--- config.mk ---
export PLATFORM = sky130hd
export DESIGN_NAME = line_rasterizer
export DESIGN_NICKNAME = d
export VERILOG_FILES = /design/src/design/lr_pkg.sv /design/src/design/line_rasterizer.sv /design/src/design/lr_ctrl.sv /design/src/design/lr_datapath.sv
export SDC_FILE = /design/constraint.sdc
export NUM_CORES = 1
export LEC_CHECK = 0
export BUFFER_PORTS_ARGS = -buffer_cell sky130_fd_sc_hd__buf_2
export CAP_MARGIN = 20
export CORE_MARGIN = 5
export CORE_UTILIZATION = 40
export CTS_CLUSTER_SIZE = 12
export DETAILED_ROUTE_END_ITERATION = 7
export PLACE_DENSITY = 0.58
export SYNTH_ARGS = -nofsm -noshare
export SYNTH_HDL_FRONTEND = slang
export SYNTH_HIERARCHICAL = 1
export SYNTH_SLANG_ARGS = --single-unit
--- constraint.sdc ---
create_clock -name clk -period 9.2 [get_ports clk]
set_clock_uncertainty 0.2 [all_clocks]
set_input_delay 1.84 -clock clk [delete_from_list [all_inputs] [get_ports clk]]
set_output_delay 1.84 -clock clk [all_outputs]
set_load 0.005 [all_outputs]
--- src/design/lr_pkg.sv ---
// shared types, widths and register codes for the line rasterizer
// no dependencies; used by lr_ctrl, lr_datapath and line_rasterizer
`default_nettype none

package lr_pkg;

    localparam int MAX_SIDE    = 64;
    localparam int COORD_W     = 6;
    localparam int COLOR_W     = 24;
    localparam int FRAME_W     = 7;
    localparam int INC_W       = COORD_W + 1;
    localparam int ERR_W       = COORD_W + 3;
    localparam int CFG_INDEX_W = 2;

    localparam logic [CFG_INDEX_W-1:0] REG_FRAME_WIDTH  = 2'd0;
    localparam logic [CFG_INDEX_W-1:0] REG_FRAME_HEIGHT = 2'd1;

    localparam logic [FRAME_W-1:0] FRAME_RESET = 7'd64;

    typedef struct packed {
        logic load;
        logic step;
    } lr_cmd_t;

    typedef struct packed {
        logic last;
        logic out_valid;
    } lr_status_t;

    // saturate a coordinate to the largest supported coordinate, MAX_SIDE - 1
    function automatic logic [COORD_W-1:0] clamp_coord(input logic [COORD_W-1:0] v);
        logic [COORD_W-1:0] c;
        c = v;
        if (int'(v) > MAX_SIDE - 1)
        begin
            c = COORD_W'(MAX_SIDE - 1);
        end
        return c;
    endfunction

endpackage

`default_nettype wire

--- src/design/line_rasterizer.sv ---
// Line rasterizer: takes one segment (two 6-bit endpoints and a 24-bit color) and
// emits its pixels in Bresenham order, one pixel per cycle while the output is
// not stalled, each tagged with a visible flag against the frame size registers
// and a last_pixel marker on the final one. A segment of major length d produces
// d+1 pixels: the segment is loaded in a setup step, then each pixel comes from
// the single stepping unit; no new segment is taken until the last pixel is
// produced, and one is taken the cycle after that, even while that pixel still
// waits in the output register. Registers: index 0 frame_width, index 1
// frame_height (7 bits, reset 64); other indexes are ignored.
// Depends on lr_pkg, lr_ctrl and lr_datapath.
`default_nettype none

module line_rasterizer (
    input  wire logic                           clk,
    input  wire logic                           rst_n,
    input  wire logic                           in_valid,
    output logic                                in_stall,
    input  wire logic [lr_pkg::COORD_W-1:0]     start_x,
    input  wire logic [lr_pkg::COORD_W-1:0]     start_y,
    input  wire logic [lr_pkg::COORD_W-1:0]     end_x,
    input  wire logic [lr_pkg::COORD_W-1:0]     end_y,
    input  wire logic [lr_pkg::COLOR_W-1:0]     line_color,
    output logic                                out_valid,
    input  wire logic                           out_stall,
    output logic [lr_pkg::COORD_W-1:0]          pixel_x,
    output logic [lr_pkg::COORD_W-1:0]          pixel_y,
    output logic [lr_pkg::COLOR_W-1:0]          pixel_color,
    output logic                                visible,
    output logic                                last_pixel,
    input  wire logic                           cfg_valid,
    output logic                                cfg_ready,
    input  wire logic [lr_pkg::CFG_INDEX_W-1:0] cfg_index,
    input  wire logic [lr_pkg::FRAME_W-1:0]     cfg_data
);

    lr_pkg::lr_cmd_t    cmd;
    lr_pkg::lr_status_t status;

    assign cfg_ready = 1'b1;

    lr_ctrl u_ctrl (
        .clk       (clk),
        .rst_n     (rst_n),
        .in_valid  (in_valid),
        .in_stall  (in_stall),
        .out_stall (out_stall),
        .status    (status),
        .cmd       (cmd)
    );

    lr_datapath u_datapath (
        .clk         (clk),
        .rst_n       (rst_n),
        .cmd         (cmd),
        .status      (status),
        .cfg_write   (cfg_valid && cfg_ready),
        .cfg_index   (cfg_index),
        .cfg_data    (cfg_data),
        .start_x     (start_x),
        .start_y     (start_y),
        .end_x       (end_x),
        .end_y       (end_y),
        .line_color  (line_color),
        .out_stall   (out_stall),
        .out_valid   (out_valid),
        .pixel_x     (pixel_x),
        .pixel_y     (pixel_y),
        .pixel_color (pixel_color),
        .visible     (visible),
        .last_pixel  (last_pixel)
    );

endmodule

`default_nettype wire

--- src/design/lr_ctrl.sv ---
// line rasterizer controller: accepts a segment, then steps the datapath once
// per free output slot until the last pixel; depends on lr_pkg
`default_nettype none

module lr_ctrl (
    input  wire logic               clk,
    input  wire logic               rst_n,
    input  wire logic               in_valid,
    output logic                    in_stall,
    input  wire logic               out_stall,
    input  wire lr_pkg::lr_status_t status,
    output lr_pkg::lr_cmd_t         cmd
);

    typedef enum logic {
        IDLE,
        RUN
    } state_t;

    state_t state_reg;
    state_t state_next;

    always_comb
    begin
        cmd.load   = (state_reg == IDLE) && in_valid;
        // output slot is free or its item leaves this cycle
        cmd.step   = (state_reg == RUN) && (!status.out_valid || !out_stall);
        in_stall   = (state_reg != IDLE);
        state_next = state_reg;
        case (state_reg)
            IDLE:
            begin
                if (in_valid)
                begin
                    state_next = RUN;
                end
            end
            RUN:
            begin
                if (cmd.step && status.last)
                begin
                    state_next = IDLE;
                end
            end
            default:
            begin
                state_next = IDLE;
            end
        endcase
    end

    always_ff @(posedge clk or negedge rst_n)
    begin
        if (!rst_n)
        begin
            state_reg <= IDLE;
        end
        else
        begin
            state_reg <= state_next;
        end
    end

`ifndef ASSERT_OFF
    a_last_ends_segment: assert property (@(posedge clk) disable iff (!rst_n)
        cmd.step && status.last |=> !in_stall)
        else $error("segment did not end after its last pixel");

    a_no_step_into_full_slot: assert property (@(posedge clk) disable iff (!rst_n)
        cmd.step |-> !(status.out_valid && out_stall))
        else $error("step while output slot held");
`endif

endmodule

`default_nettype wire

--- src/design/lr_datapath.sv ---
// line rasterizer datapath: segment setup, bresenham stepping registers,
// frame size registers and the output register; depends on lr_pkg
`default_nettype none

module lr_datapath (
    input  wire logic                              clk,
    input  wire logic                              rst_n,
    input  wire lr_pkg::lr_cmd_t                   cmd,
    output lr_pkg::lr_status_t                     status,
    input  wire logic                              cfg_write,
    input  wire logic [lr_pkg::CFG_INDEX_W-1:0]    cfg_index,
    input  wire logic [lr_pkg::FRAME_W-1:0]        cfg_data,
    input  wire logic [lr_pkg::COORD_W-1:0]        start_x,
    input  wire logic [lr_pkg::COORD_W-1:0]        start_y,
    input  wire logic [lr_pkg::COORD_W-1:0]        end_x,
    input  wire logic [lr_pkg::COORD_W-1:0]        end_y,
    input  wire logic [lr_pkg::COLOR_W-1:0]        line_color,
    input  wire logic                              out_stall,
    output logic                                   out_valid,
    output logic [lr_pkg::COORD_W-1:0]             pixel_x,
    output logic [lr_pkg::COORD_W-1:0]             pixel_y,
    output logic [lr_pkg::COLOR_W-1:0]             pixel_color,
    output logic                                   visible,
    output logic                                   last_pixel
);

    localparam int CW = lr_pkg::COORD_W;
    localparam int EW = lr_pkg::ERR_W;

    logic [lr_pkg::FRAME_W-1:0] frame_width_reg;
    logic [lr_pkg::FRAME_W-1:0] frame_height_reg;

    // segment setup
    logic [CW-1:0] ax, ay, bx, by;
    logic [CW-1:0] adx, ady;
    logic          steep;
    logic [CW-1:0] mja, mna, mjb, mnb;
    logic [CW-1:0] s_major, s_minor, s_end;
    logic [CW-1:0] s_minor_end;
    logic [CW-1:0] s_dmin;

    // stepping state
    logic [CW-1:0]            major_reg, minor_reg, end_reg, dmaj_reg;
    logic [lr_pkg::INC_W-1:0] inc_reg;
    logic signed [EW-1:0]     err_reg;
    logic                     up_reg;
    logic                     steep_reg;
    logic [lr_pkg::COLOR_W-1:0] color_reg;

    logic signed [EW-1:0] err_sum;
    logic signed [EW-1:0] dmaj_s;
    logic signed [EW-1:0] dmaj2_s;
    logic [CW-1:0]        px, py;

    logic                       out_valid_reg;
    logic [CW-1:0]              pixel_x_reg, pixel_y_reg;
    logic [lr_pkg::COLOR_W-1:0] pixel_color_reg;
    logic                       visible_reg, last_pixel_reg;

    always_comb
    begin
        ax  = lr_pkg::clamp_coord(start_x);
        ay  = lr_pkg::clamp_coord(start_y);
        bx  = lr_pkg::clamp_coord(end_x);
        by  = lr_pkg::clamp_coord(end_y);
        adx = (ax >= bx) ? ax - bx : bx - ax;
        ady = (ay >= by) ? ay - by : by - ay;
        // equal slopes count as shallow
        steep = (adx < ady);
        mja   = steep ? ay : ax;
        mna   = steep ? ax : ay;
        mjb   = steep ? by : bx;
        mnb   = steep ? bx : by;
        if (mja > mjb)
        begin
            s_major     = mjb;
            s_minor     = mnb;
            s_end       = mja;
            s_minor_end = mna;
        end
        else
        begin
            s_major     = mja;
            s_minor     = mna;
            s_end       = mjb;
            s_minor_end = mnb;
        end
        s_dmin = (s_minor_end >= s_minor) ? s_minor_end - s_minor : s_minor - s_minor_end;
    end

    always_comb
    begin
        err_sum = err_reg + $signed({{(EW - lr_pkg::INC_W){1'b0}}, inc_reg});
        dmaj_s  = $signed({{(EW - CW){1'b0}}, dmaj_reg});
        dmaj2_s = $signed({{(EW - CW - 1){1'b0}}, dmaj_reg, 1'b0});
        px      = steep_reg ? minor_reg : major_reg;
        py      = steep_reg ? major_reg : minor_reg;
        status.last      = (major_reg == end_reg);
        status.out_valid = out_valid_reg;
    end

    // frame size registers
    always_ff @(posedge clk or negedge rst_n)
    begin
        if (!rst_n)
        begin
            frame_width_reg  <= lr_pkg::FRAME_RESET;
            frame_height_reg <= lr_pkg::FRAME_RESET;
        end
        else if (cfg_write)
        begin
            case (cfg_index)
                lr_pkg::REG_FRAME_WIDTH:  frame_width_reg  <= cfg_data;
                lr_pkg::REG_FRAME_HEIGHT: frame_height_reg <= cfg_data;
                default:
                begin
                end
            endcase
        end
    end

    always_ff @(posedge clk or negedge rst_n)
    begin
        if (!rst_n)
        begin
            err_reg  <= '0;
            dmaj_reg <= '0;
        end
        else if (cmd.load)
        begin
            err_reg  <= '0;
            dmaj_reg <= s_end - s_major;
        end
        else if (cmd.step)
        begin
            err_reg <= (err_sum > dmaj_s) ? err_sum - dmaj2_s : err_sum;
        end
    end

    always_ff @(posedge clk)
    begin
        if (cmd.load)
        begin
            major_reg <= s_major;
            minor_reg <= s_minor;
            end_reg   <= s_end;
            inc_reg   <= {s_dmin, 1'b0};
            up_reg    <= (s_minor_end > s_minor);
            steep_reg <= steep;
            color_reg <= line_color;
        end
        else if (cmd.step)
        begin
            major_reg <= major_reg + 1'b1;
            if (err_sum > dmaj_s)
            begin
                minor_reg <= up_reg ? minor_reg + 1'b1 : minor_reg - 1'b1;
            end
        end
    end

    // output register
    always_ff @(posedge clk or negedge rst_n)
    begin
        if (!rst_n)
        begin
            out_valid_reg <= 1'b0;
        end
        else if (cmd.step)
        begin
            out_valid_reg <= 1'b1;
        end
        else if (!out_stall)
        begin
            out_valid_reg <= 1'b0;
        end
    end

    always_ff @(posedge clk)
    begin
        if (cmd.step)
        begin
            pixel_x_reg     <= px;
            pixel_y_reg     <= py;
            pixel_color_reg <= color_reg;
            visible_reg     <= ({1'b0, px} < frame_width_reg) &&
                               ({1'b0, py} < frame_height_reg);
            last_pixel_reg  <= status.last;
        end
    end

    assign out_valid   = out_valid_reg;
    assign pixel_x     = pixel_x_reg;
    assign pixel_y     = pixel_y_reg;
    assign pixel_color = pixel_color_reg;
    assign visible     = visible_reg;
    assign last_pixel  = last_pixel_reg;

`ifndef ASSERT_OFF
    a_err_upper: assert property (@(posedge clk) disable iff (!rst_n)
        err_reg <= dmaj_s)
        else $error("error term above major delta");

    a_err_lower: assert property (@(posedge clk) disable iff (!rst_n)
        err_reg >= -dmaj_s)
        else $error("error term below negative major delta");

    a_valid_from_step: assert property (@(posedge clk) disable iff (!rst_n)
        $rose(out_valid_reg) |-> $past(cmd.step))
        else $error("output item appeared without a step");
`endif

endmodule

`default_nettype wire
Word-level counts from Yosys, hierarchy flattened. Cells that the tools add are included. Widths: inputs -> output; s select.

Output and inout port bits: 41. Word-level logic and storage cells: 83. Input port bits: 62. Register bits after elaboration: 119.

Reductions and logical operators: 13. Bitwise logic cells: 1. Equality and inequality tests: 3. Mux-type cells: 27. Add/sub/neg operators: 12. Magnitude comparators: 9.

Operators by type and width (count): $mux 6 (19); $sub 6x6->6 (7); $mux 9 (3); $ge 6x6->1 (3); $lt 6x7->1 (2); $add 6x1->6 const B (2); $gt 6x6->1 (2); $add 9x8->9 (1); $gt 9x7->1 (1); $sub 9x8->9 (1); $eq 6x6->1 (1); $lt 6x6->1 (1); $reduce_and 2->1 (3); $sub 6x1->6 const B (1); $logic_and 1x1->1 (4); $mux 1 (4); $reduce_bool 2->1 (2); $eq 2x1->1 const B (1); $logic_not 1->1 (2); $logic_not 2->1 (1); $ne 2x1->1 const B (1); $pmux 1 s2 (1); $logic_or 1x1->1 (1); $not 1->1 (1).

Longest topological paths before layout.
Word-level depth: 8. Mapped depth: 47. Gate-level depth less buffers: 44.

By module. The synthesis kept the hierarchy.

By module, submodules not included: lr_datapath (cells an instance 727, times used 1, area each 7805.0 sq um, sequential area each 3370.7 sq um); lr_ctrl (cells an instance 6, times used 1, area each 55.1 sq um, sequential area each 25.0 sq um); line_rasterizer (cells an instance 2, times used 1, area each 11.3 sq um, sequential area each 0.0 sq um).

Least setup slack after synthesis. OpenSTA, ideal clock, no wires.

Kind: input-to-reg. Start: input port start_x[0] in the netlist's numbering. End: register u_datapath/inc_reg[6] in the netlist's numbering, data pin. Required time: 8739 ps. Arrival time: 9846 ps. Library setup time: 261 ps. Stages: 43. Path buffers: 3. Slack: -1107 ps. Cell sequence: inv_1 ha_1 inv_1 fa_1 a21o_1 a21oi_1 nand2_1 a21o_1 a21oi_4 mux2i_1 a221o_1 a221oi_1 o21ai_1 xor2_1 ha_1 a21oi_1 o21a_1 o21ai_1 [... 7 more ...] mux2_4 a21o_2 nand2_4 buf_2 buf_4 mux2i_1 mux2i_1 ha_1 a21o_1 a21o_1 a221oi_4 mux2i_1 a221oi_1 o21a_1 nor2b_1 o21ai_1 nand2_1 xor2_1.

Cells in the longest elaborated chain, start to end: 8. Elaborated cells between the ends (all ways): 16. Those cells by class: 4 x add/sub; 4 x order compare; 8 x mux.

Ends and longest elaborated chain: from (decl) (RTL line line_rasterizer.sv:18) `input wire logic [lr_pkg::COORD_W-1:0] start_x,`; $sub 6x6->6 / $ge 6x6->1 (equally long branches) (RTL line lr_datapath.sv:66) `adx = (ax >= bx) ? ax - bx : bx - ax;`; $mux 6 (RTL line lr_datapath.sv:66); $lt 6x6->1 (RTL line lr_datapath.sv:69) `steep = (adx < ady);`; $mux 6 (on tied branches) (RTL line lr_datapath.sv:70, lr_datapath.sv:72); $gt 6x6->1 (RTL line lr_datapath.sv:74) `if (mja > mjb)`; $mux 6 (RTL line lr_datapath.sv:74); $sub 6x6->6 / $ge 6x6->1 (equally long branches) (RTL line lr_datapath.sv:88) `s_dmin = (s_minor_end >= s_minor) ? s_minor_end - s_minor : s_minor - s_minor_end;`; $mux 6 (*) (RTL line lr_datapath.sv:88); via u_datapath.s_dmin[5] (RTL line lr_datapath.sv:40) `logic [CW-1:0] s_dmin;`; to (signal assigned) (RTL line lr_datapath.sv:147) `inc_reg <= {s_dmin, 1'b0};`; to (decl) (RTL line lr_datapath.sv:44) `logic [lr_pkg::INC_W-1:0] inc_reg;`.

The timed path passes the listed nets; every way through them passes the cells marked *. A chain may end at the register's enable or synchronous reset.

Worst setup path after layout. Ends and elaborated chain as after synthesis.

==> run_results.csv <==
group,metric,value,unit
status,status,"finished, violations left",
status,violations,"negative setup slack",
synthesis,synth_area,0.00787,mm²
placement,post_dp_cell_area,0.00960,mm²
global_route,grt_pass1_vias,6070,
worst_setup_path,slowest_stage,"fa_2",
route,drtPass1Iterations,5,
cells_and_area,syn2layout_area_growth,32.9,%
pwr,power.leakage,4.66,nW
pwr,cellPowerDensity,443,mW/mm²
synthesis,synth_fa_ha_area_share,14.3,%
synthesis,synth_compound_gate_area_share,13.8,%
synthesis,yosysWarningCount,6,
placement,dp.final_hpwl,15.4,mm
sta,tightest_slew,0.805,ns
global_route,top_usage_layer,"met2",
cells_and_area,fillers,1806,
floorplan,io_pins,103,
sta,finalHoldViolations,0,
sta,min_period,9.29,ns
clock_tree,clk_pin_slew,0.05,ns
worst_setup_path,max_stage_delay,0.38,ns
worst_setup_path,required,9.16,ns
floorplan,rows,51,
placement,gp_congestion,0.967,
sta,min_period_over_period,101,%
cells_and_area,drive_gt1_share,36.9,%
synthesis,synthMuxAreaShare,9.14,%
sta,setup_slack,-0.0922,ns
synthesis,synth_simple_gate_area_share,10.4,%
global_route,grt_max_degree,69,
global_route,antenna_found_initial,0,
synthesis,synth_cells,735,
route,drt_iter0_drc,322,
route,viasPerCell,4.95,
worst_setup_path,arrival,9.25,ns
sta,hold_slack,0.213,ns
synthesis,synth_area_leaders,"edfxtp_1 34%, ha_1 12%, dfrtp_1 8.9%, mux2_2 4.6%, mux2i_1 3.9%",
clock_tree,cts_made_buffers,17,
cells_and_area,fin_area,0.0105,mm²
cells_and_area,fin_util,53.9,%
route,drt-total-wl,19.7,mm
synthesis,yosysTopAreaCell,"edfxtp_1",
floorplan,die_width,150,µm
cells_and_area,multi_input_area,0.00434,mm²
cells_and_area,seq_area,0.00340,mm²
global_route,use_met1,22.7,%
floorplan,die_y,150,µm
global_route,use_met2,30.7,%
min_path,hold_path_class,"register to register",
clock_tree,clock-root-buffer,"clkbuf_16",
synthesis,yosysTopAreaCellShare,33.6,%
clock_tree,cts_hold_buf,0,
route,num_vias,6157,
synthesis,seq_area_frac_synth,43.1,%
sta,rsz0062_at_grt,"yes",
flow_run,max_cap_violations,0,
global_route,grt_pass1_wl,31.2,mm
synthesis,ys_types,72,
clock_tree,h-tree-depth,4,
sta,finalSetupViolCount,1,
worst_setup_path,critPathKind,"input pin to register",
sta,maxSlewHeadroom,46.3,%
floorplan,start_util,40.6,%
floorplan,die_area,0.0226,mm²
placement,preCtsSetupSlack,-0.552,ns
synthesis,synth_xor_area_share,4.45,%
route,drc,0,
clock_tree,clockBufferDepth,2,
synthesis,ys_ff_latch,118,
route,wire_per_inst,15.8,µm
worst_setup_path,end_kind,"register",
clock_tree,clock_sinks,118,
global_route,grt-ovfl-total,0,
sta,drv_slew,0,
global_route,grt_use_met3,2.95,%
synthesis,ys.flop_type,"edfxtp_1",
clock_tree,cts_tree,"yes",
clock_tree,worstSkewPairLatency,0.40,ns
synthesis,syn_avg_cell_area,10.7,µm²
synthesis,synth-edff-count,88,
synthesis,async_reset_ff_share,25.4,%
worst_setup_path,start_kind,"input pin",
placement,port_buffers,101,
cells_and_area,layout_commonest_cell,"buf_4",
cells_and_area,diodes,0,
route,ant_nets,0,
cells_and_area,nets,1112,
synthesis,synth_nets,881,
cells_and_area,final_cell_mix,"128 x buf_4, 100 x buf_2, 88 x edfxtp_1",
floorplan,core,0.0194,mm²
global_route,grt_usage,17.6,%
synthesis,synth_top_family_by_area,"adder cells",
sta,max_freq,108,MHz
worst_setup_path,crit_fanout,8,
pwr,ir_drop,0.256,mV
[metrics by stage]
stage | power [W] | instances | setup TNS [ns]
6_report | 0.00463 | 1244 | -0.0922
5_1_grt | 0.00504 | 1244 | -1.49
4_1_cts | 0.00446 | 1230 | 0
3_5_place_dp | 0.00377 | 1197 | -1.70
3_3_place_gp | 0.00375 | 1197 | -1.20
2_1_floorplan | 0.00278 | 735 | -0.799
[layout make-up]
type	count	share of cell area [%]
repair buffers	234	14.7
flip-flops and latches	118	32.5
well taps	265	3.17
inverters	69	2.67
multi-input cells	526	41.5
clock buffers	17	4.07
clock inverters	15	1.50
[critical path: cells and delay by family]
family	cells	cell delay, ns
and+or+nand+nor	6	0.47
AOI/OAI and AO/OA	18	3.34
buffers and inverters	7	0.61
muxes	5	1.00
xor gates and xnor gates	2	0.34
adders and majority gates	6	1.63
[final timing paths]
path                                     startpoint                             end  slack (ns)  depth (start not counted)
hold / removal             u_datapath/color_reg[10]      u_datapath/pixel_color[10]        0.21                          0
min in group asynchronous                     rst_n  u_datapath/frame_height_reg[1]        1.29                          1
max in group asynchronous                     rst_n           u_datapath/err_reg[4]        7.05                          1
setup / recovery                         start_x[0]           u_datapath/inc_reg[6]       -0.09                         44
setup reg to reg              u_datapath/inc_reg[1]           u_datapath/err_reg[5]        5.21                         14
hold reg to reg            u_datapath/color_reg[10]      u_datapath/pixel_color[10]        0.21                          0
[per-layer routing]
metal	wire, µm	up-vias
met4	362	0
li1	-	3105
met2	10000	156
met1	8490	2864
met5	0	-
met3	799	32
[cells in the mapped netlist, drive strengths merged, types with 15 or more instances]
cell and count:
inv 69, nor2 45, xnor2 28, a21o 17, edfxtp 88, nand2 49, a21oi 62, dfrtp 28
o21ai 40, mux2i 32, ha 75, nor2b 15, mux2 34
[cells by family after synthesis]
group | Yosys count
AOI/OAI and AO/OA | 169
xor gates and xnor gates | 40
adders and majority gates | 85
buffers and inverters | 93
DFF | 118
muxes | 66
other | 1
and+or+nand+nor | 163
[power by group]
part | leakage (nW) | internal, W | switching, W
Combinational | 3.20 | 0.00156 | 0.00155
Clock | 0.273 | 0.000399 | 0.000234
Sequential | 1.19 | 0.000808 | 0.0000861
Total | 4.66 | 0.00276 | 0.00187
[what timing repair did]
| action | in CTS | in global routing |
|---|---|---|
| setup endpoints to repair | 2 | 5 |
| endpoints found under the hold margin | 0 | 0 |
| cloned | 0 | 2 |
| pin swaps | 1 | 33 |
| setup buffers | 1 | 12 |
| gates resized for setup | 8 | 36 |
Power figures use the tool's default switching activity.
